## config.mk

```make
export PLATFORM = sky130hd
export DESIGN_NAME = bts_coord_stage
export DESIGN_NICKNAME = d
export VERILOG_FILES = /design/src/rtl/core/bts_pkg.sv /design/src/rtl/core/bts_coord_stage.sv
export SDC_FILE = /design/constraint.sdc
export NUM_CORES = 2
export LEC_CHECK = 0
export BUFFER_PORTS_ARGS = -buffer_cell sky130_fd_sc_hd__buf_2
export CAP_MARGIN = 15
export CELL_PAD_IN_SITES_DETAIL_PLACEMENT = 0
export CELL_PAD_IN_SITES_GLOBAL_PLACEMENT = 2
export CORE_MARGIN = 3
export CORE_UTILIZATION = 35
export CTS_CLUSTER_DIAMETER = 40
export DETAILED_ROUTE_END_ITERATION = 16
export PLACE_DENSITY = 0.88
export SETUP_SLACK_MARGIN = 0.5
export SYNTH_ARGS = -nofsm -noshare
export SYNTH_HDL_FRONTEND = slang
export SYNTH_SLANG_ARGS = --single-unit
```

## constraint.sdc

```tcl
create_clock -name clk_i -period 5.8 [get_ports clk_i]
set_input_delay 1.74 -clock clk_i [delete_from_list [all_inputs] [get_ports clk_i]]
set_output_delay 1.74 -clock clk_i [all_outputs]
set_load 0.02 [all_outputs]
```

## src/rtl/core/bts_pkg.sv

```systemverilog
// Package for the bilinear texture sampler: codes, configuration and sample
// descriptor types, field widths and reset values. No dependencies.
package bts_pkg;

  localparam int DEF_MAX_WIDTH  = 512;
  localparam int DEF_MAX_HEIGHT = 512;

  localparam int SIZE_W    = 10;  // width_in_use / height_in_use
  localparam int COLOR_W   = 24;  // packed RGB888, red high
  localparam int CH_W      = 8;
  localparam int FRAC_W    = 16;
  localparam int COORD_W   = 32;  // signed Q16.16
  localparam int TEX_IDX_W = 9;   // texel_col / texel_row of a write
  localparam int PADDR_W   = 4;
  localparam int PDATA_W   = 32;

  localparam logic [SIZE_W-1:0]  RST_WIDTH   = 10'd512;
  localparam logic [SIZE_W-1:0]  RST_HEIGHT  = 10'd512;
  localparam logic               RST_PRESENT = 1'b1;
  localparam logic [COLOR_W-1:0] RST_COLOR   = 24'h000000;

  typedef enum logic [1:0] {
    REG_WIDTH   = 2'd0,
    REG_HEIGHT  = 2'd1,
    REG_PRESENT = 2'd2,
    REG_COLOR   = 2'd3
  } reg_idx_e;

  typedef enum logic [1:0] {
    ACT_WRITE    = 2'd0,
    ACT_BILINEAR = 2'd1,
    ACT_NEAREST  = 2'd2
  } action_e;

  // What an item does once it is inside the pipeline
  typedef enum logic [1:0] {
    KIND_WRITE = 2'd0,
    KIND_BILIN = 2'd1,
    KIND_NEAR  = 2'd2,
    KIND_CONST = 2'd3
  } kind_e;

  // Sizes already clamped to 1..MAX
  typedef struct packed {
    logic [SIZE_W-1:0]  width;
    logic [SIZE_W-1:0]  height;
    logic               present;
    logic [COLOR_W-1:0] color;
  } cfg_t;

  // Sample descriptor travelling alongside the store read
  typedef struct packed {
    kind_e              kind;
    logic [FRAC_W-1:0]  frac_a;
    logic [FRAC_W-1:0]  frac_b;
    logic               near_ok;
    logic [COLOR_W-1:0] color;
  } smp_t;

endpackage

```

## src/rtl/core/bts_coord_stage.sv

```systemverilog
// Input stage: decodes the action, scales coordinates by (size-1) and forms
// the store addresses for writes and 2x2 reads. Depends on bts_pkg.
module bts_coord_stage import bts_pkg::*; #(
  parameter int MAX_WIDTH  = DEF_MAX_WIDTH,
  parameter int MAX_HEIGHT = DEF_MAX_HEIGHT,
  parameter int AW         = 18
) (
  input  logic                 clk_i,
  input  logic                 rst_ni,
  input  cfg_t                 cfg_i,
  input  logic                 in_valid_i,
  output logic                 in_ready_o,
  input  logic [1:0]           action_i,
  input  logic [COORD_W-1:0]   coord_u_i,
  input  logic [COORD_W-1:0]   coord_v_i,
  input  logic [TEX_IDX_W-1:0] texel_col_i,
  input  logic [TEX_IDX_W-1:0] texel_row_i,
  input  logic [COLOR_W-1:0]   write_rgb_i,
  input  logic                 adv_i,
  output logic                 smp_valid_o,
  output smp_t                 smp_o,
  output logic                 wr_en_o,
  output logic [AW-1:0]        wr_addr_o,
  output logic [COLOR_W-1:0]   wr_data_o,
  output logic [AW-1:0]        rd_addr_a0_o,
  output logic [AW-1:0]        rd_addr_a1_o,
  output logic [AW-1:0]        rd_addr_b0_o,
  output logic [AW-1:0]        rd_addr_b1_o
);

  localparam int CW = (MAX_WIDTH > 1) ? $clog2(MAX_WIDTH) : 1;
  localparam int RW = (MAX_HEIGHT > 1) ? $clog2(MAX_HEIGHT) : 1;
  localparam int PW = COORD_W + 1 + SIZE_W + 1;  // 44-bit scaled coordinate

  logic                 v_q, v_d;
  kind_e                kind_q, kind_d;
  logic signed [PW-1:0] pu_q, pu_d, pv_q, pv_d;
  logic [TEX_IDX_W-1:0] col_q, row_q;
  logic [COLOR_W-1:0]   rgb_q;
  logic                 wr_ok_q, wr_ok_d;
  logic                 act_ok;
  logic                 load;

  logic signed [COORD_W:0]  op_u, op_v;
  logic signed [SIZE_W:0]   mu, mv;

  // accept side
  assign in_ready_o = !v_q || adv_i;
  assign load       = in_valid_i && in_ready_o;

  always_comb begin
    act_ok = 1'b1;
    unique case (action_i)
      ACT_WRITE:    kind_d = KIND_WRITE;
      ACT_BILINEAR: kind_d = cfg_i.present ? KIND_BILIN : KIND_CONST;
      ACT_NEAREST:  kind_d = cfg_i.present ? KIND_NEAR : KIND_CONST;
      default: begin
        kind_d = KIND_WRITE;
        act_ok = 1'b0;
      end
    endcase
  end

  always_comb begin
    // bilinear takes the wrapped fraction, nearest the full signed coordinate
    if (action_i == ACT_NEAREST) begin
      op_u = {coord_u_i[COORD_W-1], coord_u_i};
      op_v = {coord_v_i[COORD_W-1], coord_v_i};
    end else begin
      op_u = {{(COORD_W+1-FRAC_W){1'b0}}, coord_u_i[FRAC_W-1:0]};
      op_v = {{(COORD_W+1-FRAC_W){1'b0}}, coord_v_i[FRAC_W-1:0]};
    end
    mu   = {1'b0, cfg_i.width - SIZE_W'(1)};
    mv   = {1'b0, cfg_i.height - SIZE_W'(1)};
    pu_d = op_u * mu;
    pv_d = op_v * mv;
    wr_ok_d = (32'(texel_col_i) < MAX_WIDTH) && (32'(texel_row_i) < MAX_HEIGHT);
  end

  always_comb begin
    if (in_ready_o) v_d = load && act_ok;
    else            v_d = v_q;
  end

  always_ff @(posedge clk_i or negedge rst_ni) begin
    if (!rst_ni) v_q <= 1'b0;
    else         v_q <= v_d;
  end

  always_ff @(posedge clk_i) begin
    if (load) begin
      kind_q  <= kind_d;
      pu_q    <= pu_d;
      pv_q    <= pv_d;
      col_q   <= texel_col_i;
      row_q   <= texel_row_i;
      rgb_q   <= write_rgb_i;
      wr_ok_q <= wr_ok_d;
    end
  end

  // address stage
  logic [CW-1:0] bx0, bx1, nx, col0, col1;
  logic [RW-1:0] by0, by1, ny, row0, row1;
  logic          ok_u, ok_v, near_ok;
  logic          is_bilin;

  always_comb begin
    bx0 = pu_q[FRAC_W +: CW];
    by0 = pv_q[FRAC_W +: RW];
    // x+1 and y+1 wrap modulo the size
    if (13'(bx0) + 13'd1 == 13'(cfg_i.width)) bx1 = '0;
    else                                      bx1 = CW'(13'(bx0) + 13'd1);
    if (13'(by0) + 13'd1 == 13'(cfg_i.height)) by1 = '0;
    else                                       by1 = RW'(13'(by0) + 13'd1);

    // truncation toward zero: small negatives land on index 0
    if (pu_q[PW-1]) ok_u = (&pu_q[PW-2:FRAC_W]) && (|pu_q[FRAC_W-1:0]);
    else            ok_u = pu_q[PW-2:FRAC_W] < (PW-1-FRAC_W)'(cfg_i.width);
    if (pv_q[PW-1]) ok_v = (&pv_q[PW-2:FRAC_W]) && (|pv_q[FRAC_W-1:0]);
    else            ok_v = pv_q[PW-2:FRAC_W] < (PW-1-FRAC_W)'(cfg_i.height);
    near_ok = ok_u && ok_v;

    nx = (pu_q[PW-1] || !near_ok) ? '0 : pu_q[FRAC_W +: CW];
    ny = (pv_q[PW-1] || !near_ok) ? '0 : pv_q[FRAC_W +: RW];

    is_bilin = (kind_q == KIND_BILIN);
    col0 = is_bilin ? bx0 : nx;
    col1 = is_bilin ? bx1 : nx;
    row0 = is_bilin ? by0 : ny;
    row1 = is_bilin ? by1 : ny;

    rd_addr_a0_o = AW'(32'(row0) * MAX_WIDTH + 32'(col0));
    rd_addr_a1_o = AW'(32'(row0) * MAX_WIDTH + 32'(col1));
    rd_addr_b0_o = AW'(32'(row1) * MAX_WIDTH + 32'(col0));
    rd_addr_b1_o = AW'(32'(row1) * MAX_WIDTH + 32'(col1));
    wr_addr_o    = AW'(32'(row_q) * MAX_WIDTH + 32'(col_q));
  end

  assign wr_data_o   = rgb_q;
  assign wr_en_o     = v_q && (kind_q == KIND_WRITE) && wr_ok_q && adv_i;
  assign smp_valid_o = v_q && (kind_q != KIND_WRITE);

  always_comb begin
    smp_o.kind    = kind_q;
    smp_o.frac_a  = pu_q[FRAC_W-1:0];
    smp_o.frac_b  = pv_q[FRAC_W-1:0];
    smp_o.near_ok = near_ok;
    smp_o.color   = cfg_i.color;
  end

endmodule

```

==> metrics.txt <==
status finished, violations left; violated checks setup timing; First-pass DRT Iterations 5; Int Power 11240 uW; highest routed layer met5; Clock power frac roughly 5.7%; Seq pwr share approximately 10%; Fmax 135.0 MHz; critical path arrival between 7 and 8 ns; vias in the first global route 25700; final setup fails 144; number of core rows approximately 100; Placed Cells between 4000 and 5000; CTS sink count 133; Pleak a little under 0.02 uW; Tot Pwr between 20000 and 25000 uW; Hold Slack 0.6198 ns; fin crit share 127.7%; DP HPWL between 60000 and 70000 um; DRC viols 0; CP required around 6 ns; endpoint class of the critical path flip-flop; Async SR Flop Fraction less than 1%; CP max FO 4; Die ar. 0.08630 sq mm; largest net degree at the start of global routing 76; most frequent CP cell fa_1; total core area slightly above 0.08 sq mm; Pwr Density 501.0 mW/mm^2; H-tree depth 4; CTS tree done; M1 WL 37240 um; root buffer cell clkbuf_16; Port Buf Inserts 284; peak supply drop between 500 and 600 uV; Finished Layout Cells 4980; starting density of the core 35.64%; Setup Skew 0.01209 ns; clk_lat worst skew between 0.4 and 0.5 ns; switching pwr around 9100 uW; CTS buffer count 17; crit path time final 7.405 ns; chip height 293.8 um; CP max stage cell fa_2; GRT overflow 0; Post-Syn Instances 3165; drt first-iter violations about 1000; Met3 Wirelength between 3000 and 4000 um; slowest stage delay, CP between 0.5 and 0.6 ns; Post-Route Setup TNS -108.08 ns; post-synth net total 4089; DR vias about 24000; maxcap violations 0; placed inst area 0.03624 sq mm; GPL Wtd Cong 0.8485; number of synthesized flops with an enable pin 132; final hold violations 0; post-synth cell types 64; Switching Share 44.65%; Routed WL 82700 um; worst slew pin tran 0.9613 ns; first-pass GRT wire length 134400 um; Gate power share 84.2%; Tot GR Track Use 19.65%; Seq cells post-synth roughly 130; Final Cell Area between 0.04 and 0.05 sq mm; Worst slew margin 35.61%; startpoint types primary input; CP top delay family adder cells; unrepaired setup endpoints after global routing true; Syn Area/Cell roughly 9.2 sq um; met2 wire length 39680 um; crit path buf inv count 6; Layout area overhead 39.92%; Mapped Area approximately 0.029 sq mm; Vias per Instance 4.769; worst min path class reg2reg; hold-fix buffers at CTS 0; Max Slew Vio Count 0; Clock Pin Slew Worst Setup and Hold Paths 0.06 ns; Chip Width 293.8 um; initial antenna violation count 10; Setup CP Type in2reg; ys flop type edfxtp_1; layout cells sized above 1 36.01%; Boundary Pins between 300 and 400; Detail Route Antenna Nets 0; synth warn 0; clock buffer depth 2; PnR worst setup slack -1.605 ns; Seq/Total Area, Yosys 13.76%; Final #Nets slightly below 5000; routed len/inst 16.61 um
## power groups by stage
stage | logic (uW) | clock network [uW] | registers [uW]
finish | 17100 | 1160 | 2040
global route | 18700 | 1240 | 2080
CTS | 15700 | 1190 | 2040
detailed placement | 13200 | 0 | 2050
global placement | 13000 | 0 | 2050
floorplan | 8720 | 0 | 1970
## logic make-up (layout without fill, tap and decap cells)
family                   count (synthesis)  in the layout  share of synthesized area, %
other                                    0              7                             0
buffers and inverters                  873           1616                         12.54
AO/OA/AOI/OAI                          271            272                         6.130
multiplexers                             2              2                       0.06907
XOR/XNOR                               133            137                         4.019
adder cells (fa/ha/maj)                767            767                         47.41
AND/OR/NAND/NOR                        986            986                         16.07
flip-flops                             133            133                         13.76
## cell usage after synthesis (3+ instances only)
master / count / area [sq um]
or3_1: 10 / 62.56
nand4_1: 29 / 181.4
fa_1: 552 / 11050
and2_0: 6 / 37.54
or4_1: 3 / 22.52
nor4_1: 23 / 143.9
a21o_1: 33 / 247.7
clkbuf_1: 124 / 465.5
xnor2_1: 101 / 884.6
nand2b_1: 24 / 150.1
xor2_1: 32 / 280.3
a31o_2: 4 / 35.03
and2_1: 45 / 281.5
inv_1: 639 / 2399
a31oi_1: 21 / 131.4
a21oi_1: 92 / 460.4
ha_1: 215 / 2690
nor2b_1: 171 / 1070
buf_4: 93 / 698.2
nand2_1: 389 / 1460
buf_1: 15 / 56.30
o21ai_0: 41 / 205.2
edfxtp_1: 132 / 3964
a211oi_1: 4 / 30.03
nor2_1: 175 / 656.9
a41oi_1: 4 / 35.03
o21a_1: 17 / 127.6
o21bai_1: 10 / 75.07
or2_2: 7 / 43.79
o41ai_2: 3 / 48.80
a2111oi_0: 5 / 43.79
and3_1: 20 / 125.1
nand3_1: 68 / 340.3
nor3_1: 15 / 75.07
## area by class of cell
type	count	area, sq um
clock inverters	14	178.9
well taps	1060	1326
multi-input cells	2164	24270
inverters	639	2425
fillers	7480	40770
clock buffers	17	425.4
diodes	7	17.52
flip-flops and latches	133	3989
repair buffers	946	7919
## registers in the layout (all words and copies together), names as in the netlist
register   cells
col_q          9
pv_q          44
row_q          9
wr_data_o     24
v_q            1
kind_q         2
pu_q          44
## layer usage
layer / vias up / global-route usage (%)
met4: 6 / 5.063
met1: 11950 / 26.43
met2: 565 / 33.29
li1: 11120 / -
met3: 107 / 2.951
met5: - / 0
## worst reg2reg max path, cell delays in order (launching register included)
cell and delay, ns:
dfrtp_1 0.41, nand2b_1 0.12, and2_4 0.63, buf_12 0.47
## layout by cell type (no fill, tap or decap), types with 15 or more instances in the layout
| cell type | Yosys | layout |
|---|---|---|
| clkbuf_16 | 0 | 17 |
| fa_2 | 0 | 23 |
| a21o_1 | 33 | 33 |
| and3_1 | 20 | 16 |
| ha_1 | 215 | 156 |
| o21ai_2 | 1 | 19 |
| edfxtp_1 | 132 | 132 |
| buf_4 | 93 | 527 |
| nand3_1 | 68 | 58 |
| xnor2_1 | 101 | 71 |
| buf_2 | 1 | 203 |
| nor2b_1 | 171 | 150 |
| and2_1 | 45 | 39 |
| a21oi_1 | 92 | 43 |
| nor4_1 | 23 | 20 |
| nand2_1 | 389 | 349 |
| fa_1 | 552 | 529 |
| buf_6 | 1 | 155 |
| buf_12 | 0 | 46 |
| a31oi_4 | 0 | 15 |
| inv_1 | 639 | 591 |
| nand2b_1 | 24 | 24 |
| nand4_1 | 29 | 29 |
| nand2_2 | 0 | 31 |
| xnor2_2 | 0 | 24 |
| ha_4 | 0 | 56 |
| nor2b_4 | 0 | 17 |
| nor2_4 | 0 | 15 |
| xor2_1 | 32 | 25 |
| nor2_1 | 175 | 151 |
| a21oi_2 | 0 | 38 |
| inv_2 | 0 | 41 |
## worst paths after layout
kind                            from       endpoint  slack [ns]  cells past startpoint
min                              v_q            v_q        0.62                      2
min reg2reg                      v_q            v_q        0.62                      2
max in group asynchronous     rst_ni            v_q        4.68                      1
min in group asynchronous     rst_ni            v_q        1.03                      1
max                        cfg_i[38]       pu_q[43]       -1.61                     26
max reg2reg                      v_q  wr_data_o[19]        3.73                      3
## repair_timing
action                                  4_1_cts  5_1_grt
gates cloned                                  8        1
buffers inserted                             85       30
resized for setup                           339      253
endpoints found under the setup margin      149      151
pin swaps                                   138       86
## through the flow
stage | setup slack [ns] | util, %
after floorplan | -1.717 | -
after global placement | -2.333 | 44.57
after detailed placement | -2.371 | 44.57
after CTS | -1.531 | 48.30
after global routing | -1.791 | 49.85
final | -1.605 | 49.86
Power figures use the tool's default switching activity.
