===== src/rtl/core/bts_pkg.sv =====
// Package for the bilinear texture sampler: codes, configuration and sample
// descriptor types, field widths and reset values. No dependencies.
package bts_pkg;

  localparam int DEF_MAX_WIDTH  = 512;
  localparam int DEF_MAX_HEIGHT = 512;

  localparam int SIZE_W    = 10;  // width_in_use / height_in_use
  localparam int COLOR_W   = 24;  // packed RGB888, red high
  localparam int CH_W      = 8;
  localparam int FRAC_W    = 16;
  localparam int COORD_W   = 32;  // signed Q16.16
  localparam int TEX_IDX_W = 9;   // texel_col / texel_row of a write
  localparam int PADDR_W   = 4;
  localparam int PDATA_W   = 32;

  localparam logic [SIZE_W-1:0]  RST_WIDTH   = 10'd512;
  localparam logic [SIZE_W-1:0]  RST_HEIGHT  = 10'd512;
  localparam logic               RST_PRESENT = 1'b1;
  localparam logic [COLOR_W-1:0] RST_COLOR   = 24'h000000;

  typedef enum logic [1:0] {
    REG_WIDTH   = 2'd0,
    REG_HEIGHT  = 2'd1,
    REG_PRESENT = 2'd2,
    REG_COLOR   = 2'd3
  } reg_idx_e;

  typedef enum logic [1:0] {
    ACT_WRITE    = 2'd0,
    ACT_BILINEAR = 2'd1,
    ACT_NEAREST  = 2'd2
  } action_e;

  // What an item does once it is inside the pipeline
  typedef enum logic [1:0] {
    KIND_WRITE = 2'd0,
    KIND_BILIN = 2'd1,
    KIND_NEAR  = 2'd2,
    KIND_CONST = 2'd3
  } kind_e;

  // Sizes already clamped to 1..MAX
  typedef struct packed {
    logic [SIZE_W-1:0]  width;
    logic [SIZE_W-1:0]  height;
    logic               present;
    logic [COLOR_W-1:0] color;
  } cfg_t;

  // Sample descriptor travelling alongside the store read
  typedef struct packed {
    kind_e              kind;
    logic [FRAC_W-1:0]  frac_a;
    logic [FRAC_W-1:0]  frac_b;
    logic               near_ok;
    logic [COLOR_W-1:0] color;
  } smp_t;

endpackage


===== src/rtl/core/bts_cfg_regs.sv =====
// APB-style configuration registers of the texture sampler.
// Depends on bts_pkg for register codes, reset values and cfg_t.
module bts_cfg_regs import bts_pkg::*; #(
  parameter int MAX_WIDTH  = DEF_MAX_WIDTH,
  parameter int MAX_HEIGHT = DEF_MAX_HEIGHT
) (
  input  logic               clk_i,
  input  logic               rst_ni,
  input  logic               psel,
  input  logic               penable,
  input  logic               pwrite,
  input  logic [PADDR_W-1:0] paddr,
  input  logic [PDATA_W-1:0] pwdata,
  output logic [PDATA_W-1:0] prdata,
  output logic               pready,
  output cfg_t               cfg_o
);

  logic [SIZE_W-1:0]  width_q, width_d;
  logic [SIZE_W-1:0]  height_q, height_d;
  logic               present_q, present_d;
  logic [COLOR_W-1:0] color_q, color_d;
  logic               wr_en;
  reg_idx_e           idx;

  assign pready = 1'b1;
  assign wr_en  = psel && penable && pwrite;
  assign idx    = reg_idx_e'(paddr[3:2]);

  always_comb begin
    width_d   = width_q;
    height_d  = height_q;
    present_d = present_q;
    color_d   = color_q;
    if (wr_en) begin
      unique case (idx)
        REG_WIDTH:   width_d   = pwdata[SIZE_W-1:0];
        REG_HEIGHT:  height_d  = pwdata[SIZE_W-1:0];
        REG_PRESENT: present_d = pwdata[0];
        REG_COLOR:   color_d   = pwdata[COLOR_W-1:0];
        default: ;
      endcase
    end
  end

  always_ff @(posedge clk_i or negedge rst_ni) begin
    if (!rst_ni) begin
      width_q   <= RST_WIDTH;
      height_q  <= RST_HEIGHT;
      present_q <= RST_PRESENT;
      color_q   <= RST_COLOR;
    end else begin
      width_q   <= width_d;
      height_q  <= height_d;
      present_q <= present_d;
      color_q   <= color_d;
    end
  end

  always_comb begin
    unique case (idx)
      REG_WIDTH:   prdata = PDATA_W'(width_q);
      REG_HEIGHT:  prdata = PDATA_W'(height_q);
      REG_PRESENT: prdata = PDATA_W'(present_q);
      REG_COLOR:   prdata = PDATA_W'(color_q);
      default:     prdata = '0;
    endcase
  end

  // zero acts as one, anything above the store size as the store size
  always_comb begin
    cfg_o.present = present_q;
    cfg_o.color   = color_q;
    if (width_q == '0)                  cfg_o.width = SIZE_W'(1);
    else if (32'(width_q) > MAX_WIDTH)  cfg_o.width = SIZE_W'(MAX_WIDTH);
    else                                cfg_o.width = width_q;
    if (height_q == '0)                 cfg_o.height = SIZE_W'(1);
    else if (32'(height_q) > MAX_HEIGHT) cfg_o.height = SIZE_W'(MAX_HEIGHT);
    else                                cfg_o.height = height_q;
  end

endmodule


===== config.mk =====
export PLATFORM = sky130hd
export DESIGN_NAME = bts_cfg_regs
export DESIGN_NICKNAME = d
export VERILOG_FILES = /design/src/rtl/core/bts_pkg.sv /design/src/rtl/core/bts_cfg_regs.sv
export SDC_FILE = /design/constraint.sdc
export NUM_CORES = 1
export LEC_CHECK = 0
export ABC_AREA = 1
export BUFFER_PORTS_ARGS = -buffer_cell sky130_fd_sc_hd__buf_4
export CAP_MARGIN = 40
export CORE_MARGIN = 2
export CORE_UTILIZATION = 35
export DETAILED_ROUTE_END_ITERATION = 8
export PLACE_DENSITY = 0.72
export SYNTH_ARGS = -nofsm -noshare
export SYNTH_HDL_FRONTEND = slang
export SYNTH_SLANG_ARGS = --single-unit
export TNS_END_PERCENT = 1

===== constraint.sdc =====
create_clock -name clk_i -period 1.2 [get_ports clk_i]
set_clock_uncertainty 0.2 [all_clocks]
set_input_delay 0.06 -clock clk_i [delete_from_list [all_inputs] [get_ports clk_i]]
set_output_delay 0.06 -clock clk_i [all_outputs]
set_load 0.02 [all_outputs]

==> results of run 1 <==
==> per-stage QoR <==
stage | util | cell area [um^2] | worst slack [ns]
global route | 0.652 | 4140 | -0.605
global placement | 0.550 | 3490 | -0.205
finish | 0.652 | 4140 | -0.541
floorplan | - | 2460 | -0.0757
CTS | 0.637 | 4050 | -0.531
detailed placement | 0.550 | 3490 | -0.247
==> report_power, final <==
group	switching, mW	total (mW)	leakage, nW	internal [mW]
Sequential	0.229	2.12	0.534	1.90
Combinational	1.81	3.36	1.38	1.55
Clock	0.469	0.865	0.0410	0.396
==> repair_timing <==
action	in CTS	in global routing
endpoints found under the setup margin	44	50
hold buffers	26	0
endpoints found under the hold margin	90	0
pin swaps	24	9
setup buffers	3	1
resized for setup	57	29
==> synthesized netlist by cell type <==
cell	count	area (um^2)
nor2_2	1	6.26
o21ai_0	29	145
dfrtp_1	42	1050
inv_1	45	169
buf_1	1	3.75
nand2_2	1	6.26
dfstp_2	3	78.8
nand3_1	5	25.0
o2111ai_1	1	8.76
nand3_2	1	10.0
buf_6	3	33.8
nand2_1	65	244
conb_1	2	7.51
clkbuf_1	4	15.0
nor2_4	2	22.5
o221ai_1	9	78.8
nor3_1	1	5.00
nor2_1	42	158
o21ai_2	16	140
buf_4	10	75.1
buf_2	5	25.0
==> worst max-delay path, stage by stage (launching register included) <==
cell and delay [ns]:
dfrtp_1 0.38, nor2_1 0.12, nand3_1 0.13, nor2_4 0.16
nor2_4 0.05, buf_12 0.13, nor2_4 0.09, buf_6 0.12
==> final timing paths <==
| check | start | end | slack, ns |
|---|---|---|---|
| setup / recovery | width_q[2] | cfg_o[40] | -0.54 |
| hold / removal | paddr[3] | width_q[0] | 0.01 |
| setup reg to reg | width_q[9] | width_q[9] | 0.02 |
| hold reg to reg | present_q | present_q | 0.31 |
| max in group asynchronous | rst_ni | height_q[9] | 0.44 |
| min in group asynchronous | rst_ni | color_q[4] | 0.06 |
==> final cells by class <==
| class | instances | area [um^2] | area share |
|---|---|---|---|
| multi-input cells | 182 | 1140 | 0.275 |
| clock inverters | 1 | 5.00 | 0.00121 |
| well taps | 77 | 96.3 | 0.0233 |
| diodes | 1 | 2.50 | 0.000604 |
| flip-flops and latches | 45 | 1130 | 0.273 |
| inverters | 45 | 169 | 0.0408 |
| clock buffers | 6 | 72.6 | 0.0175 |
| repair buffers | 164 | 1530 | 0.368 |
==> state kept, by name, indices dropped and copies added (netlist names) <==
name,count
height_q,10
present_q,1
width_q,10
color_q,24
==> per-layer routing <==
| layer | vias to the layer above | GRT usage |
|---|---|---|
| li1 | 1191 | - |
| met1 | 1229 | 0.264 |
| met2 | 84 | 0.360 |
| met3 | 17 | 0.0302 |
| met4 | 0 | 0.0794 |
| met5 | - | 0 |
==> cell families after synthesis <==
logic type	share of synthesized area
other	0.00325
buffers and inverters	0.139
flip-flops	0.489
AO/OA/AOI/OAI	0.162
AND/OR/NAND/NOR	0.207
==> layout by cell type, fill, tap and decap left out, types with 17 or more instances in the layout <==
master and n:
nor2_4 22, buf_6 38, dlygate4sd3_1 26, nand2_1 58, dfrtp_1 42, inv_2 17, o21ai_0 27, buf_4 93
o21ai_2 17, inv_1 28
==> impl_metrics.csv, run 1 <==
group,metric,value,unit
placement,dp.cells,483,
floorplanning,die_area,7260,um^2
layout,final_cells,521,
status,violations,"negative setup slack",
sta,drv_slew,0,
synth,syn_inst,288,
routing,wl,7840,um
synth,ys_types,21,
layout,area_growth,79.5,%
synth,ys_seq_elements,45,
routing,met1_length,3060,um
pwr,p_per_area,1530,nW/um^2
sta,setup_ws,-0.541,ns
critical_path,r2r_cells,3,
routing,ant_nets,0,
status,outcome,"finished, violations left",
layout,n_fill_cell,491,
routing,first_pass_iters,4,
flow_run,maxCapViolCount,0,
sta,tns,-11.00,ns
global_routing,gr-total-overflow,0,
pwr,ir_worst_vdd,950,uV
routing,drtIter0Drc,141,
clock_tree,clockBufferDepth,2,
pwr,power,6.35,mW
synth,avgSynthCellArea,8.02,um^2
hold_path,hp-class,"in2reg",
routing,drc,0,
clock_tree,clk_latency,0.28,ns
clock_tree,clock-sinks,45,
floorplanning,die_y,85.2,um
routing,met3WireLength,365,um
sta,rsz0062_at_grt,"true",
hold_path,hold_depth,5,
critical_path,cp_max_fo,4,
critical_path,critical_path_class,"reg2out",
global_routing,grt_pass1_wl,11900,um
clock_tree,h-tree-depth,2,
critical_path,crit_arrival,1.48,ns
global_routing,track_usage,0.208,
pwr,p_leak,1.96,nW
clock_tree,tritoncts,"done",
placement,port_buffers,99,
floorplanning,rows,29,
placement,place_congestion,0.796,
synth,yosysWarnings,0,
floorplanning,ios,119,
routing,routed_via_density,4.84,
clock_tree,path_clk_slew,0.08,ns
sta,max_freq,574,MHz
routing,top_layer,"met4",
global_routing,grt_max_degree,46,
critical_path,endpoint_kind,"primary output",
routing,vias,2521,
routing,met2_wirelength,4240,um
clock_tree,cts_made_buffers,5,
layout,drive_gt1_frac,0.519,
floorplanning,coreArea,6350,um^2
sta,hold_viol_final,0,
clock_tree,cts_root_buf,"clkbuf_8",
floorplanning,die-width,85.2,um
synth,seq_area_frac_synth,0.489,
sta,period_minus_slack,1.74,ns
floorplanning,start_util,0.364,
global_routing,antenna_found_initial,0,
placement,hpwlAfterDp,5070,um
synth,synthesis.area,2310,um^2
sta,finalSetupViolations,34,
routing,post_drt_wl_per_cell,15.1,um
critical_path,cp.required,0.94,ns
sta,timing.hold.ws,0.0109,ns
critical_path,start_kind,"flop",
sta,fin_crit_sh,1.45,
layout,finalNetCount,484,
global_routing,grt_pass1_vias,2471,
(Power assumes the default switching activity.)
==> run 2, diff against run 1 <==
- ABC_AREA: 1 -> not set
- CAP_MARGIN: 40 -> not set
- CTS_CLUSTER_DIAMETER: not set -> 150
==> run 2 against run 1 <==
Sequential power up 4%. Critical path depth down 5. Count of clock-buffer cells in the layout up 1. Hold slack worse by 0.034 ns. Highest routed layer unchanged. Register-to-register slack better by 0.05 ns. Core utilization down 3.9 points. Die area up 0.41%. Final cell count down 20%. Design area down 5.5%. Via count down 20%. Largest power group unchanged. The flow finishes with violations (negative hold slack, negative setup slack).
==> impl_metrics.csv, run 2 <==
group,metric,value,unit
status,outcome,"finished, violations left",
status,violations,"negative hold slack, negative setup slack",
floorplanning,die_area,7290,um^2
placement,place_congestion,0.790,
global_routing,antenna_found_initial,0,
synth,seq_area_frac_synth,0.487,
global_routing,gr-total-overflow,0,
sta,rsz0062_at_grt,"true",
synth,synth_most_common_cell,"dfrtp_1",
placement,port_buffers,99,
pwr,p_int,3.96,mW
clock_tree,cts_made_buffers,5,
synth,synth_area_leaders,"dfrtp_1, mux2_2, mux2_4",
synth,yosysWarnings,0,
global_routing,track_usage,0.196,
synth,ys_seq_elements,45,
floorplanning,ios,119,
clock_tree,cts_root_buf,"clkbuf_8",
clock_tree,clockBufferDepth,2,
sta,timing.hold.ws,-0.0235,ns
routing,drc,0,
critical_path,endpoint_kind,"primary output",
critical_path,crit_arrival,1.40,ns
synth,async_reset_ff_frac,1.00,
layout,finalNetCount,381,
routing,drtIter0Drc,55,
placement,hpwlAfterDp,4870,um
synth,avgSynthCellArea,12.3,um^2
routing,ant_nets,0,
sta,finalSetupViolations,46,
sta,hold_viol_final,15,
layout,layout_common_cells,"buf_4, dfrtp_1, mux2_2",
synth,synth_area_leader_cell,"dfrtp_1",
flow_run,maxCapViolCount,0,
synth,syn_inst,189,
clock_tree,h-tree-depth,2,
placement,dp.cells,385,
critical_path,cp.required,0.94,ns
sta,drv_slew,0,
placement,placed_area,3390,um^2
routing,routed_via_density,4.80,
routing,vias,2007,
global_routing,grt_max_degree,29,
critical_path,cp_max_fo,2,
pwr,power_frac_seq,0.360,
pwr,pwr-share-comb,0.472,
layout,postLayoutCoreUtil,0.613,
floorplanning,coreArea,6390,um^2
critical_path,start_kind,"flop",
floorplanning,start_util,0.363,
pwr,p_per_area,1560,nW/um^2
pwr,ir_worst_vdd,949,uV
pwr,clkPwrFrac,0.168,
global_routing,grt_pass1_vias,2132,
clock_tree,clk_latency,0.29,ns
pwr,p_leak,1.91,nW
floorplanning,die-width,85.4,um
layout,n_fill_cell,529,
synth,synthFlopType,"dfrtp_1",
synth,synth_common_cells,"dfrtp_1, mux2_2, nor2b_1",
sta,max_freq,601,MHz
sta,fin_crit_sh,1.39,
layout,top_register,"color_q",
layout,final_cells,418,
layout,largestRegisters,"color_q x24, height_q x10, width_q x10",
sta,period_minus_slack,1.66,ns
placement,pre_cts_slack,-0.222,ns
layout,area_growth,68.9,%
layout,drive_gt1_frac,0.619,
floorplanning,rows,29,
routing,wl,6970,um
clock_tree,path_clk_slew,0.08,ns
sta,setup_ws,-0.463,ns
synth,synth_top_area_share,0.453,
synth,ys_types,24,
layout,largest_reg_flops,24,
critical_path,critical_path_class,"reg2out",
synth,synth_edf_count,0,
pwr,switching_share,0.351,
sta,tns,-8.99,ns
clock_tree,tritoncts,"done",
layout,layout.cells.most_common,"buf_4",
clock_tree,clock-sinks,45,
synth,synthesis.area,2320,um^2
pwr,p_switching,2.14,mW
floorplanning,die_y,85.4,um
routing,post_drt_wl_per_cell,16.7,um
global_routing,grt_pass1_wl,11100,um
layout,final_area,3920,um^2
clock_tree,post_cts_buffers,0,
layout,n_antenna_cell,0,
hold_path,hp-class,"in2async",
routing,first_pass_iters,4,
## run 2: cell types whose count changed in the layout (fill, tap and decap cells not counted), moves of 21 or more
cell,previous run,this run
nand2_1,58,10
mux2_2,0,35
inv_1,28,0
o21ai_0,27,0
nor2_4,22,1
## run 2: kinds of logic (layout without fill, tap and decap cells)
family / after synthesis / count (layout) / synth area share
flip-flops: 45 / 45 / 0.487
AO/OA/AOI/OAI: 11 / 11 / 0.0237
other: 2 / 9 / 0.00324
buffers and inverters: 24 / 169 / 0.0675
AND/OR/NAND/NOR: 52 / 52 / 0.135
multiplexers: 55 / 55 / 0.283
## run 2: critical path: stages (launching register included)
cell and delay [ns]:
dfrtp_1 0.42, mux4_2 0.53, buf_6 0.16
## run 2: power by group through the flow
| stage | clock network [mW] | logic (mW) | registers, mW |
|---|---|---|---|
| floorplan | 0 | 1.12 | 2.38 |
| global placement | 0 | 2.64 | 2.15 |
| detailed placement | 0 | 2.69 | 2.17 |
| CTS | 1.07 | 2.87 | 2.16 |
| global route | 1.12 | 3.07 | 2.24 |
| finish | 1.02 | 2.88 | 2.20 |
## run 2: cell type report
type	count	area, um^2	share of cell area
Timing Repair Buffer	161	1430	0.366
Tap cell	77	96.3	0.0246
Clock buffer	7	96.3	0.0246
Multi-Input combinational cell	127	1160	0.295
Clock inverter	1	5.00	0.00128
Sequential cell	45	1130	0.288
## run 2: path summary, 6_finish.rpt
kind                             start          end  slack (ns)  depth (start not counted)
max                         color_q[0]    prdata[0]       -0.46                          2
min                             rst_ni  color_q[14]       -0.02                          2
max reg2reg                height_q[4]  height_q[4]        0.07                          2
min reg2reg                 color_q[9]   color_q[9]        0.34                          1
max in group asynchronous       rst_ni    present_q        0.32                          3
min in group clk_i            paddr[2]    present_q        0.03                          3
## run 2: per-stage QoR
| step | hold WS, ns | power, mW |
|---|---|---|
| CTS | -0.0149 | 6.10 |
| floorplan | -0.436 | 3.50 |
| finish | -0.0235 | 6.10 |
| global route | 0.00943 | 6.43 |
| global placement | -0.247 | 4.79 |
| detailed placement | -0.247 | 4.86 |
## run 2: what timing repair did
| action | in CTS | in global routing |
|---|---|---|
| resized for setup | 38 | 9 |
| pin swaps | 11 | 0 |
| hold buffers | 25 | 0 |
| hold endpoints to repair | 90 | 0 |
| setup endpoints to repair | 46 | 46 |
## run 2: per-layer routing
metal	share of wire	track usage	up-vias	routed length [um]
met3	0.041	0.0331	11	285
li1	-	-	943	-
met2	0.54	0.361	60	3760
met1	0.40	0.230	993	2780
met5	0	0	-	0
met4	0.020	0.0620	0	141
